===== config.mk =====
export PLATFORM = sky130hd
export DESIGN_NAME = ttl_key_value_cache
export DESIGN_NICKNAME = d
export VERILOG_FILES = /design/src/rtl/core/tkvc_pkg.sv /design/src/rtl/core/ttl_key_value_cache.sv
export SDC_FILE = /design/constraint.sdc
export NUM_CORES = 2
export LEC_CHECK = 0
export BUFFER_PORTS_ARGS = -buffer_cell sky130_fd_sc_hd__buf_4
export CAP_MARGIN = 30
export CELL_PAD_IN_SITES_DETAIL_PLACEMENT = 0
export CELL_PAD_IN_SITES_GLOBAL_PLACEMENT = 1
export CORE_MARGIN = 2
export CORE_UTILIZATION = 31
export CTS_BUF_LIST = sky130_fd_sc_hd__clkbuf_8
export DETAILED_ROUTE_END_ITERATION = 6
export PLACE_DENSITY = 0.51
export SLEW_MARGIN = 30
export SYNTH_ARGS = -nofsm -noshare
export SYNTH_HDL_FRONTEND = slang
export SYNTH_SLANG_ARGS = --single-unit

===== constraint.sdc =====
create_clock -name clk -period 15.64 [get_ports clk]
set_clock_uncertainty 0.05 [all_clocks]
set_input_delay 2.346 -clock clk [delete_from_list [all_inputs] [get_ports clk]]
set_output_delay 2.346 -clock clk [all_outputs]
set_load 0.02 [all_outputs]

===== src/rtl/core/tkvc_pkg.sv =====
package tkvc_pkg;

  // Parameter defaults
  localparam int unsigned DEF_ENTRIES    = 16;
  localparam int unsigned DEF_VALUE_BITS = 32;
  localparam int unsigned DEF_KEY_BITS   = 32;

  // Fixed field widths of the streams
  localparam int unsigned KEY_W    = 32;
  localparam int unsigned VAL_W    = 32;
  localparam int unsigned TIME_W   = 31;
  localparam int unsigned TTL_W    = 16;
  localparam int unsigned ACTION_W = 2;
  localparam int unsigned STATUS_W = 2;
  localparam int unsigned IN_DATA_W  = 112;
  localparam int unsigned IN_USER_W  = 3;
  localparam int unsigned OUT_DATA_W = 32;
  localparam int unsigned OUT_USER_W = 3;

  localparam logic [TTL_W-1:0]  DFLT_LIFE_RESET = 16'd300;
  localparam logic [TIME_W-1:0] TIME_MAX        = 31'h7FFF_FFFF;

  typedef enum logic [ACTION_W-1:0] {
    ACT_ADD   = 2'd0,
    ACT_GET   = 2'd1,
    ACT_CLEAR = 2'd2,
    ACT_NOP   = 2'd3
  } action_t;

  typedef enum logic [STATUS_W-1:0] {
    ST_OK      = 2'd0,
    ST_ABSENT  = 2'd1,
    ST_EXPIRED = 2'd2,
    ST_FULL    = 2'd3
  } status_t;

endpackage


===== src/rtl/core/ttl_key_value_cache.sv =====
// Key/value cache of ENTRIES slots, each with an expiry time. in_tuser carries the
// action (add, get, clear, no-op) and the default-lifetime flag; one result transaction
// follows every input transaction. A single key comparator walks the table one
// slot per cycle through the table's read port; the block takes no new
// transaction until the result of the current one is in the output stage. A
// result waiting on out_tready does not stop the next transaction being
// accepted, but that transaction's result then holds in the output stage,
// with in_tready low, until the waiting one is taken. The default lifetime
// register is written through cfg_wen/cfg_wdata; the user must write it only
// while the block is idle, as the block itself does not enforce it.
module ttl_key_value_cache
  import tkvc_pkg::*;
#(
  parameter int unsigned ENTRIES    = DEF_ENTRIES,
  parameter int unsigned VALUE_BITS = DEF_VALUE_BITS,
  parameter int unsigned KEY_BITS   = DEF_KEY_BITS
) (
  input  logic                  clk,
  input  logic                  rst_n,
  input  logic                  in_tvalid,
  output logic                  in_tready,
  // [31:0] key, [63:32] value, [94:64] time_now, [110:95] ttl, [111] zero
  input  logic [IN_DATA_W-1:0]  in_tdata,
  // [1:0] action, [2] default-lifetime select
  input  logic [IN_USER_W-1:0]  in_tuser,
  output logic                  out_tvalid,
  input  logic                  out_tready,
  // [31:0] value_out
  output logic [OUT_DATA_W-1:0] out_tdata,
  // [0] hit, [2:1] status
  output logic [OUT_USER_W-1:0] out_tuser,
  input  logic                  cfg_wen,
  input  logic [TTL_W-1:0]      cfg_wdata
);

  localparam int unsigned IDX_W = $clog2(ENTRIES);
  localparam int unsigned CNT_W = $clog2(ENTRIES + 1);
  localparam logic [CNT_W-1:0] CNT_END = CNT_W'(ENTRIES);

  typedef enum logic [2:0] {
    S_IDLE,
    S_SCAN,
    S_DECIDE,
    S_WRITE,
    S_OUT
  } state_t;

  state_t                  state_r;
  logic [TTL_W-1:0]        def_ttl_r;
  logic [ENTRIES-1:0]      valid_r;

  // latched transaction
  action_t                 action_r;
  logic [KEY_BITS-1:0]     key_r;
  logic [VALUE_BITS-1:0]   value_r;
  logic [TIME_W-1:0]       time_r;
  logic [TTL_W-1:0]        ttl_r;
  logic                    use_def_r;

  // scan
  logic [CNT_W-1:0]        cnt_r;
  logic                    cmp_v_r;
  logic [IDX_W-1:0]        cmp_idx_r;
  logic                    found_r;
  logic [IDX_W-1:0]        found_idx_r;
  logic [TIME_W-1:0]       found_exp_r;
  logic [VALUE_BITS-1:0]   found_val_r;
  logic                    free_r;
  logic [IDX_W-1:0]        free_idx_r;

  // write-back
  logic                    wr_en_r;
  logic [IDX_W-1:0]        wr_idx_r;
  logic [TIME_W-1:0]       exp_r;

  // result
  logic                    res_hit_r;
  status_t                 res_status_r;
  logic [VALUE_BITS-1:0]   res_val_r;
  logic                    out_tvalid_r;
  logic [OUT_DATA_W-1:0]   out_tdata_r;
  logic [OUT_USER_W-1:0]   out_tuser_r;

  // table memory
  logic [KEY_BITS-1:0]     key_mem   [ENTRIES];
  logic [VALUE_BITS-1:0]   val_mem   [ENTRIES];
  logic [TIME_W-1:0]       exp_mem   [ENTRIES];
  logic [KEY_BITS-1:0]     rd_key_r;
  logic [VALUE_BITS-1:0]   rd_val_r;
  logic [TIME_W-1:0]       rd_exp_r;

  logic                    in_acc;
  logic [KEY_BITS+KEY_W-1:0]   key_ext;
  logic [VALUE_BITS+VAL_W-1:0] val_ext;
  logic [VAL_W+VALUE_BITS-1:0] vout_ext;
  logic [IDX_W-1:0]        rd_addr;
  logic                    scan_go;
  logic                    key_eq;
  logic [TTL_W-1:0]        life;
  logic [TIME_W:0]         exp_sum;
  logic [TIME_W-1:0]       exp_sat;
  logic                    mem_we;
  logic                    add_ok;
  logic [IDX_W-1:0]        tgt_idx;
  logic                    dec_hit;
  status_t                 dec_status;
  logic                    out_load;

  assign in_tready  = (state_r == S_IDLE);
  assign in_acc     = in_tvalid && in_tready;
  assign out_tvalid = out_tvalid_r;
  assign out_tdata  = out_tdata_r;
  assign out_tuser  = out_tuser_r;

  assign key_ext  = {{KEY_BITS{1'b0}}, in_tdata[KEY_W-1:0]};
  assign val_ext  = {{VALUE_BITS{1'b0}}, in_tdata[KEY_W +: VAL_W]};
  assign vout_ext = {{VAL_W{1'b0}}, res_val_r};

  assign rd_addr  = cnt_r[IDX_W-1:0];
  assign scan_go  = (state_r == S_SCAN) && (cnt_r < CNT_END);
  // the shared comparator: one stored key against the request per cycle
  assign key_eq   = valid_r[cmp_idx_r] && (rd_key_r == key_r);

  assign life     = use_def_r ? def_ttl_r : ttl_r;
  assign exp_sum  = {1'b0, time_r} + {{(TIME_W + 1 - TTL_W){1'b0}}, life};
  assign exp_sat  = exp_sum[TIME_W] ? TIME_MAX : exp_sum[TIME_W-1:0];

  assign mem_we   = (state_r == S_WRITE) && wr_en_r;

  assign add_ok   = (action_r == ACT_ADD) && (found_r || free_r);
  assign tgt_idx  = found_r ? found_idx_r : free_idx_r;
  // load the output register only once the previous result has gone
  assign out_load = (state_r == S_OUT) && (!out_tvalid_r || out_tready);

  always_comb begin
    dec_hit    = 1'b0;
    dec_status = ST_OK;
    unique case (action_r)
      ACT_ADD: begin
        if (!found_r && !free_r) begin
          dec_status = ST_FULL;
        end
      end
      ACT_GET: begin
        if (!found_r) begin
          dec_status = ST_ABSENT;
        end else if (found_exp_r < time_r) begin
          dec_status = ST_EXPIRED;
        end else begin
          dec_hit = 1'b1;
        end
      end
      ACT_CLEAR: begin
        if (!found_r) begin
          dec_status = ST_ABSENT;
        end
      end
      default: begin
      end
    endcase
  end

  always_ff @(posedge clk) begin
    if (mem_we) begin
      key_mem[wr_idx_r] <= key_r;
      val_mem[wr_idx_r] <= value_r;
      exp_mem[wr_idx_r] <= exp_r;
    end
    rd_key_r <= key_mem[rd_addr];
    rd_val_r <= val_mem[rd_addr];
    rd_exp_r <= exp_mem[rd_addr];
  end

  always_ff @(posedge clk) begin
    if (!rst_n) begin
      state_r      <= S_IDLE;
      def_ttl_r    <= DFLT_LIFE_RESET;
      valid_r      <= '0;
      cnt_r        <= '0;
      cmp_v_r      <= 1'b0;
      found_r      <= 1'b0;
      free_r       <= 1'b0;
      wr_en_r      <= 1'b0;
      out_tvalid_r <= 1'b0;
    end else begin
      if (cfg_wen) begin
        def_ttl_r <= cfg_wdata;
      end
      if (out_load) begin
        out_tvalid_r <= 1'b1;
      end else if (out_tvalid_r && out_tready) begin
        out_tvalid_r <= 1'b0;
      end

      // compare stage works on the read address of the previous cycle
      cmp_v_r   <= scan_go;
      cmp_idx_r <= rd_addr;
      if (cmp_v_r) begin
        if (key_eq && !found_r) begin
          found_r     <= 1'b1;
          found_idx_r <= cmp_idx_r;
          found_exp_r <= rd_exp_r;
          found_val_r <= rd_val_r;
        end
        if (!valid_r[cmp_idx_r] && !free_r) begin
          free_r     <= 1'b1;
          free_idx_r <= cmp_idx_r;
        end
      end

      unique case (state_r)
        S_IDLE: begin
          if (in_acc) begin
            action_r  <= action_t'(in_tuser[ACTION_W-1:0]);
            use_def_r <= in_tuser[ACTION_W];
            key_r     <= key_ext[KEY_BITS-1:0];
            value_r   <= val_ext[VALUE_BITS-1:0];
            time_r    <= in_tdata[KEY_W + VAL_W +: TIME_W];
            ttl_r     <= in_tdata[KEY_W + VAL_W + TIME_W +: TTL_W];
            cnt_r     <= '0;
            found_r   <= 1'b0;
            free_r    <= 1'b0;
            state_r   <= S_SCAN;
          end
        end
        S_SCAN: begin
          // last compare lands in the cycle the counter reaches the end
          if (cnt_r == CNT_END) begin
            state_r <= S_DECIDE;
          end else begin
            cnt_r <= cnt_r + 1'b1;
          end
        end
        S_DECIDE: begin
          res_hit_r    <= dec_hit;
          res_status_r <= dec_status;
          res_val_r    <= dec_hit ? found_val_r : '0;
          wr_en_r      <= add_ok;
          exp_r        <= exp_sat;
          wr_idx_r     <= tgt_idx;
          if (add_ok) begin
            valid_r[tgt_idx] <= 1'b1;
          end else if ((dec_status == ST_EXPIRED) ||
                       ((action_r == ACT_CLEAR) && found_r)) begin
            // drop the entry: expired on a get, or cleared
            valid_r[found_idx_r] <= 1'b0;
          end
          state_r <= S_WRITE;
        end
        S_WRITE: begin
          wr_en_r <= 1'b0;
          state_r <= S_OUT;
        end
        S_OUT: begin
          // hold until the output register is free
          if (out_load) begin
            out_tdata_r <= vout_ext[OUT_DATA_W-1:0];
            out_tuser_r <= {res_status_r, res_hit_r};
            state_r     <= S_IDLE;
          end
        end
        default: begin
          state_r <= S_IDLE;
        end
      endcase
    end
  end

`ifndef SYNTHESIS
  a_busy_after_accept: assert property (@(posedge clk) disable iff (!rst_n)
    in_tvalid && in_tready |=> !in_tready)
    else $error("in_tready high in the cycle after an accepted transaction");

  a_hit_is_ok: assert property (@(posedge clk) disable iff (!rst_n)
    out_tvalid && out_tuser[0] |-> out_tuser[2:1] == ST_OK)
    else $error("hit reported with a non-ok status");

  a_full_means_full: assert property (@(posedge clk) disable iff (!rst_n)
    state_r == S_WRITE && res_status_r == ST_FULL |-> &valid_r)
    else $error("table full reported while a slot is free");

  a_miss_no_value: assert property (@(posedge clk) disable iff (!rst_n)
    out_tvalid && !out_tuser[0] |-> out_tdata == '0)
    else $error("value_out non-zero without a hit");
`endif

endmodule

# ---- Word-level counts from Yosys, hierarchy flattened
# Memories as Yosys holds them, arrays and structs flattened. A register that Yosys moved wholly into a read port is not among the register bits.
# Index checks and enable logic that the tools add are counted.
dict set report word_totals {
  mem_bits_ro 0
  output_inout_bits 37
  latchBits 0
  wordCells 127
  mem_bits_rw 1520
  ff_bits 339
  n_memories 3
}
dict set report classes {
  mux 38
  mul 0
  n_div 0
  n_addsub 2
  eq_ne 13
  n_reduce_logical 34
  n_lt_le_gt_ge 7
  shifts 0
  n_bitwise 3
}
# memory words width rd rd_clocked_by_memory_dff wr line
set memory_table {}
lappend memory_table {key_mem 16 32 1 1 1 ttl_key_value_cache.sv:85} ;# logic [KEY_BITS-1:0] key_mem [ENTRIES];
lappend memory_table {val_mem 16 32 1 1 1 ttl_key_value_cache.sv:86} ;# logic [VALUE_BITS-1:0] val_mem [ENTRIES];
lappend memory_table {exp_mem 16 31 1 1 1 ttl_key_value_cache.sv:87} ;# logic [TIME_W-1:0] exp_mem [ENTRIES];
# op count
set ops {}
lappend ops {{16-bit two-way mux} 3}
lappend ops {{31-bit by 16-bit adder with 32-bit output} 1}
lappend ops {{32-bit equality test} 1}
lappend ops {{31-bit < comparator} 1}
lappend ops {{1-bit two-way mux} 19}
lappend ops {{3-bit AND reduction} 6}
lappend ops {{16-bit AND} 1}
lappend ops {{16-bit NOT} 1}
lappend ops {{16-bit bitwise OR} 1}
lappend ops {{4-bit by 5-bit < comparator with 1-bit output, second input constant} 3}
lappend ops {{3-bit case mux with 5 select lines} 1}
lappend ops {{1-bit logical AND} 13}
lappend ops {{5-bit two-way mux} 2}
lappend ops {{5-bit case mux with 2 select lines} 1}
lappend ops {{3-bit two-way mux} 3}
lappend ops {{1-bit demux with 4-bit select} 2}
lappend ops {{4-bit by 1-bit >= comparator with 1-bit output, second input constant} 2}
lappend ops {{2-bit nonzero test} 4}
lappend ops {{3-bit by 2-bit equality test with 1-bit output, second input constant} 2}
lappend ops {{2-bit two-way mux} 3}
lappend ops {{2-bit case mux with 3 select lines} 1}
lappend ops {{5-bit by 1-bit adder with 5-bit output, second input constant} 1}
lappend ops {{5-bit equality test, second input constant} 1}
lappend ops {{5-bit < comparator, second input constant} 1}
lappend ops {{14 further kinds} 23}

# ---- Depth between registers and ports, before layout
dict set report logic_depth {
  word_depth 8
  ltp_mapped 14
  mapped_depth_nobuf 12
}

# ---- Worst setup path after synthesis
# Ideal clock, no wire load.
dict set report synth_timing {
  path_type {reg2reg}
  start {reg state_r[1]}
  end {mem exp_mem[0][0] (enable)}
  path_stages_with_launch 7
  required_ps 14925
  setup_slack_ps 7250
  path_buffers 1
  setup_ps 665
  arrival_ps 7675
  period_less_slack_ps 8390
  cell_sequence {dfxtp_1 -> clkbuf_1 -> nand2_1 -> nor2_1 -> nand2_1 -> or3_1 -> nor3_1}
}
dict set report synth_between {
  elab_chain_cells 4
}
# element line
set synth_lines {}
lappend synth_lines {{start: declaration} ttl_key_value_cache.sv:48} ;# state_t state_r;
lappend synth_lines {{start signal: assignment} ttl_key_value_cache.sv:176} ;# state_r <= S_IDLE;
lappend synth_lines {{start signal: assignment} ttl_key_value_cache.sv:223} ;# state_r <= S_SCAN;
lappend synth_lines {{start signal: assignment} ttl_key_value_cache.sv:229} ;# state_r <= S_DECIDE;
lappend synth_lines {{3-bit by 2-bit equality test with 1-bit output} ttl_key_value_cache.sv:128} ;# assign mem_we = (state_r == S_WRITE) && wr_en_r;
lappend synth_lines {{1-bit logical AND} ttl_key_value_cache.sv:128}
lappend synth_lines {{1-bit two-way mux} ttl_key_value_cache.sv:164} ;# if (mem_we) begin
lappend synth_lines {{1-bit two-way mux (implied by the code)} ttl_key_value_cache.sv:167} ;# exp_mem[wr_idx_r] <= exp_r;
lappend synth_lines {{end: declaration} ttl_key_value_cache.sv:87}
# Every way passes these cells.

==> impl_metrics.csv <==
group,metric,value,unit
run_status,status,"complete, no violations",
power_and_ir_drop,intPower,8.45,mW
power_and_ir_drop,switchingPower,2.42,mW
power_and_ir_drop,pwr-share-seq,54.1,%
placement,gp_congestion,0.705,
setup_path,path_class,"flop to flop",
timing,finalSetupTns,0,ns
setup_path,crit_chain,"buf_4 > buf_4 > buf_4 > buf_6 > mux4_2 > mux4_2",
placement,dpl-instance-area,78000,um^2
setup_path,required,16.47,ns
power_and_ir_drop,p_per_area,129,nW/um^2
setup_path,crit_family,"buffers and inverters",
die,die_h,488,um
finish,final_layout_size_suffix_gt1_share,31.8,%
die,die_area,238000,um^2
logic_synthesis,synth_top_cell_area_share,75.1,%
logic_synthesis,syn-cell-area,72500,um^2
setup_path,cp-end-kind,"flop",
logic_synthesis,ys.warnings.count,0,
placement,dp_cells,6306,
clock_network,clkSinkCount,1954,
die,start_util,31.2,%
flow_run,max-cap-violations,0,
finish,fin_nets,3793,
clock_network,cts_tree,"done",
hold_path,hp-class,"flop to flop",
global_route,grt_max_degree,130,
routing,viasPerCell,4.83,
clock_network,ctsHoldBuffers,0,
routing,wirelength,181000,um
global_route,antenna_found_initial,10,
clock_network,clockBufferDepth,4,
global_route,grt_use_total,15.2,%
global_route,grt_pass1_wl,259000,um
placement,dp_hpwl,93800,um
power_and_ir_drop,power_frac_clock,41.0,%
die,fp-row-count,177,
setup_path,r2r_start,"cnt_r[0]$_SDFFE_PN0P_",
power_and_ir_drop,cellLeakagePower,26.6,nW
timing,worst_pin_slew,0.960,ns
logic_synthesis,ys_ff_latch,1954,
setup_path,crit_path_start_kind,"flop",
setup_path,slowest_delay,0.87,ns
power_and_ir_drop,vdd_drop_max,0.0585,mV
logic_synthesis,async_reset_ff_share,0,%
logic_synthesis,synth_edf_count,1814,
clock_network,htree_levels,5,
timing,fmax,198,MHz
timing,fin_crit_sh,32.3,%
finish,stdcell_count,6914,
logic_synthesis,synthesis.nets,3333,
power_and_ir_drop,finalPower,10.9,mW
global_route,grt_pass1_vias,35500,
routing,vias,33400,
timing,finalSetupViolations,0,
setup_path,slowest_stage,"dfxtp_4",
timing,hold_violations,0,
finish,fin_util,36.3,%
logic_synthesis,synthTopCellsByArea,"edfxtp_1 75%, mux4_2 15%, dfxtp_1 3.9%",
clock_network,post-cts-setup-buffers,0,
clock_network,cts_made_buffers,343,
logic_synthesis,ys_seq_area_share,79.0,%
clock_network,path_clk_slew,0.06,ns
setup_path,cp.buffers_inverters,4,
timing,slew_viol_final,0,
power_and_ir_drop,switching_share,22.3,%
timing,relSlewSlack,35.3,%
logic_synthesis,synthTopCellsByCount,"1,814 x edfxtp_1, 480 x mux4_2, 140 x dfxtp_1",
logic_synthesis,syn_inst,3148,
logic_synthesis,synthFlopType,"edfxtp_1",
setup_path,crit_fanout,41,
routing,wl_per_cell,26.1,um
global_route,grt-ovfl-total,0,
hold_path,min_from,"rd_val_r[13]$_DFF_P_",
setup_path,path_common_cell,"buf_4",
die,fp.dieW,488,um
clock_network,cts_resized,0,
routing,drtAntennaViolNets,0,
setup_path,arrival,5.87,ns
logic_synthesis,syn_area_per_cell,23.0,um^2
clock_network,root_buffer,"clkbuf_8",
power_and_ir_drop,p_comb_share,4.9,%
placement,io_buffers,171,
finish,area_growth,16.4,%
routing,drc,0,
setup_path,startpoint,"cnt_r[0]$_SDFFE_PN0P_",
timing,period_minus_slack,5.05,ns
logic_synthesis,synth_largest_area_cell,"edfxtp_1",
die,io_pins,173,
routing,drt_pass1_iterations,5,
die,core,233000,um^2
clock_network,insertion_delay,1.07,ns
finish,final_area,84400,um^2
routing,drtIter0Drc,2671,
timing,rsz0062_at_grt,"false",
logic_synthesis,ys_types,62,
logic_synthesis,yosysMostFrequentCell,"edfxtp_1",
==> flip-flops by register name, indices dropped and copies added (netlist names), 31 cells and up <==
name         count
time_r          31
key_r           32
key_mem        512
value_r         32
found_exp_r     31
rd_exp_r        31
exp_mem        496
out_tdata       32
res_val_r       32
rd_val_r        32
exp_r           31
val_mem        512
rd_key_r        32
found_val_r     32
==> routing by layer <==
metal | wire length [um] | global-route usage [%] | vias to the layer above
li1 | - | - | 14200
met1 | 81000 | 20.9 | 18000
met2 | 86200 | 24.3 | 877
met3 | 9030 | 3.07 | 335
met4 | 4330 | 4.61 | 0
met5 | 0 | 0 | -
==> power by group through the flow <==
stage	clock (mW)	sequential (mW)	combinational, mW
2_1_floorplan	0	5.94	0.397
3_3_place_gp	0	5.99	0.549
3_5_place_dp	0	5.99	0.552
4_1_cts	4.61	5.88	0.554
5_1_grt	4.84	5.89	0.586
6_report	4.45	5.88	0.537
==> final cells by class <==
type | count | area [um^2]
clock inverters | 217 | 1120
flip-flops and latches | 1954 | 57300
clock buffers | 387 | 5330
inverters | 41 | 154
well taps | 3043 | 3810
repair buffers | 247 | 2040
multi-input cells | 1021 | 14700
fillers | 21400 | 148000
diodes | 4 | 10.0
==> cell usage in the layout, fill, tap and decap left out, types with 37 or more instances in the layout <==
master	Yosys	final
and2_1	37	37
edfxtp_1	1814	1814
ha_1	48	48
dfxtp_1	140	136
nand2_1	67	67
clkbuf_8	0	387
a21oi_1	41	41
inv_1	41	149
xnor2_1	45	45
buf_4	0	225
clkinv_1	0	57
mux4_2	480	480
==> worst register-to-register path: cells and delay by family, from the launching register on <==
kind	cells	cell delay [ns]
flip-flops	1	0.87
multiplexers	2	1.11
buffers and inverters	4	2.89
==> final timing paths <==
kind	cells past startpoint	slack, ns	endpoint
worst max-delay path	6	10.59	rd_key_r[12]$_DFF_P_
worst max register to register	6	10.59	rd_key_r[12]$_DFF_P_
worst min register to register	0	0.31	found_val_r[13]$_DFFE_PP_
worst min-delay path	0	0.31	found_val_r[13]$_DFFE_PP_
==> stage by stage <==
| stage | setup slack, ns | hold WS (ns) |
|---|---|---|
| 4_1_cts | 10.09 | 0.307 |
| 2_1_floorplan | 7.25 | 0.336 |
| 3_3_place_gp | 9.86 | 0.336 |
| 6_report | 10.59 | 0.309 |
| 5_1_grt | 10.07 | 0.326 |
| 3_5_place_dp | 10.09 | 0.339 |
==> cell families after synthesis <==
family,synth area share (%)
simple gates,1.99
fa+ha+maj,0.856
mux,15.5
xor+xnor,0.628
flops,79.0
buf+inv,0.973
compound gates,1.09
Note: power is estimated with default switching activity, not from simulation.
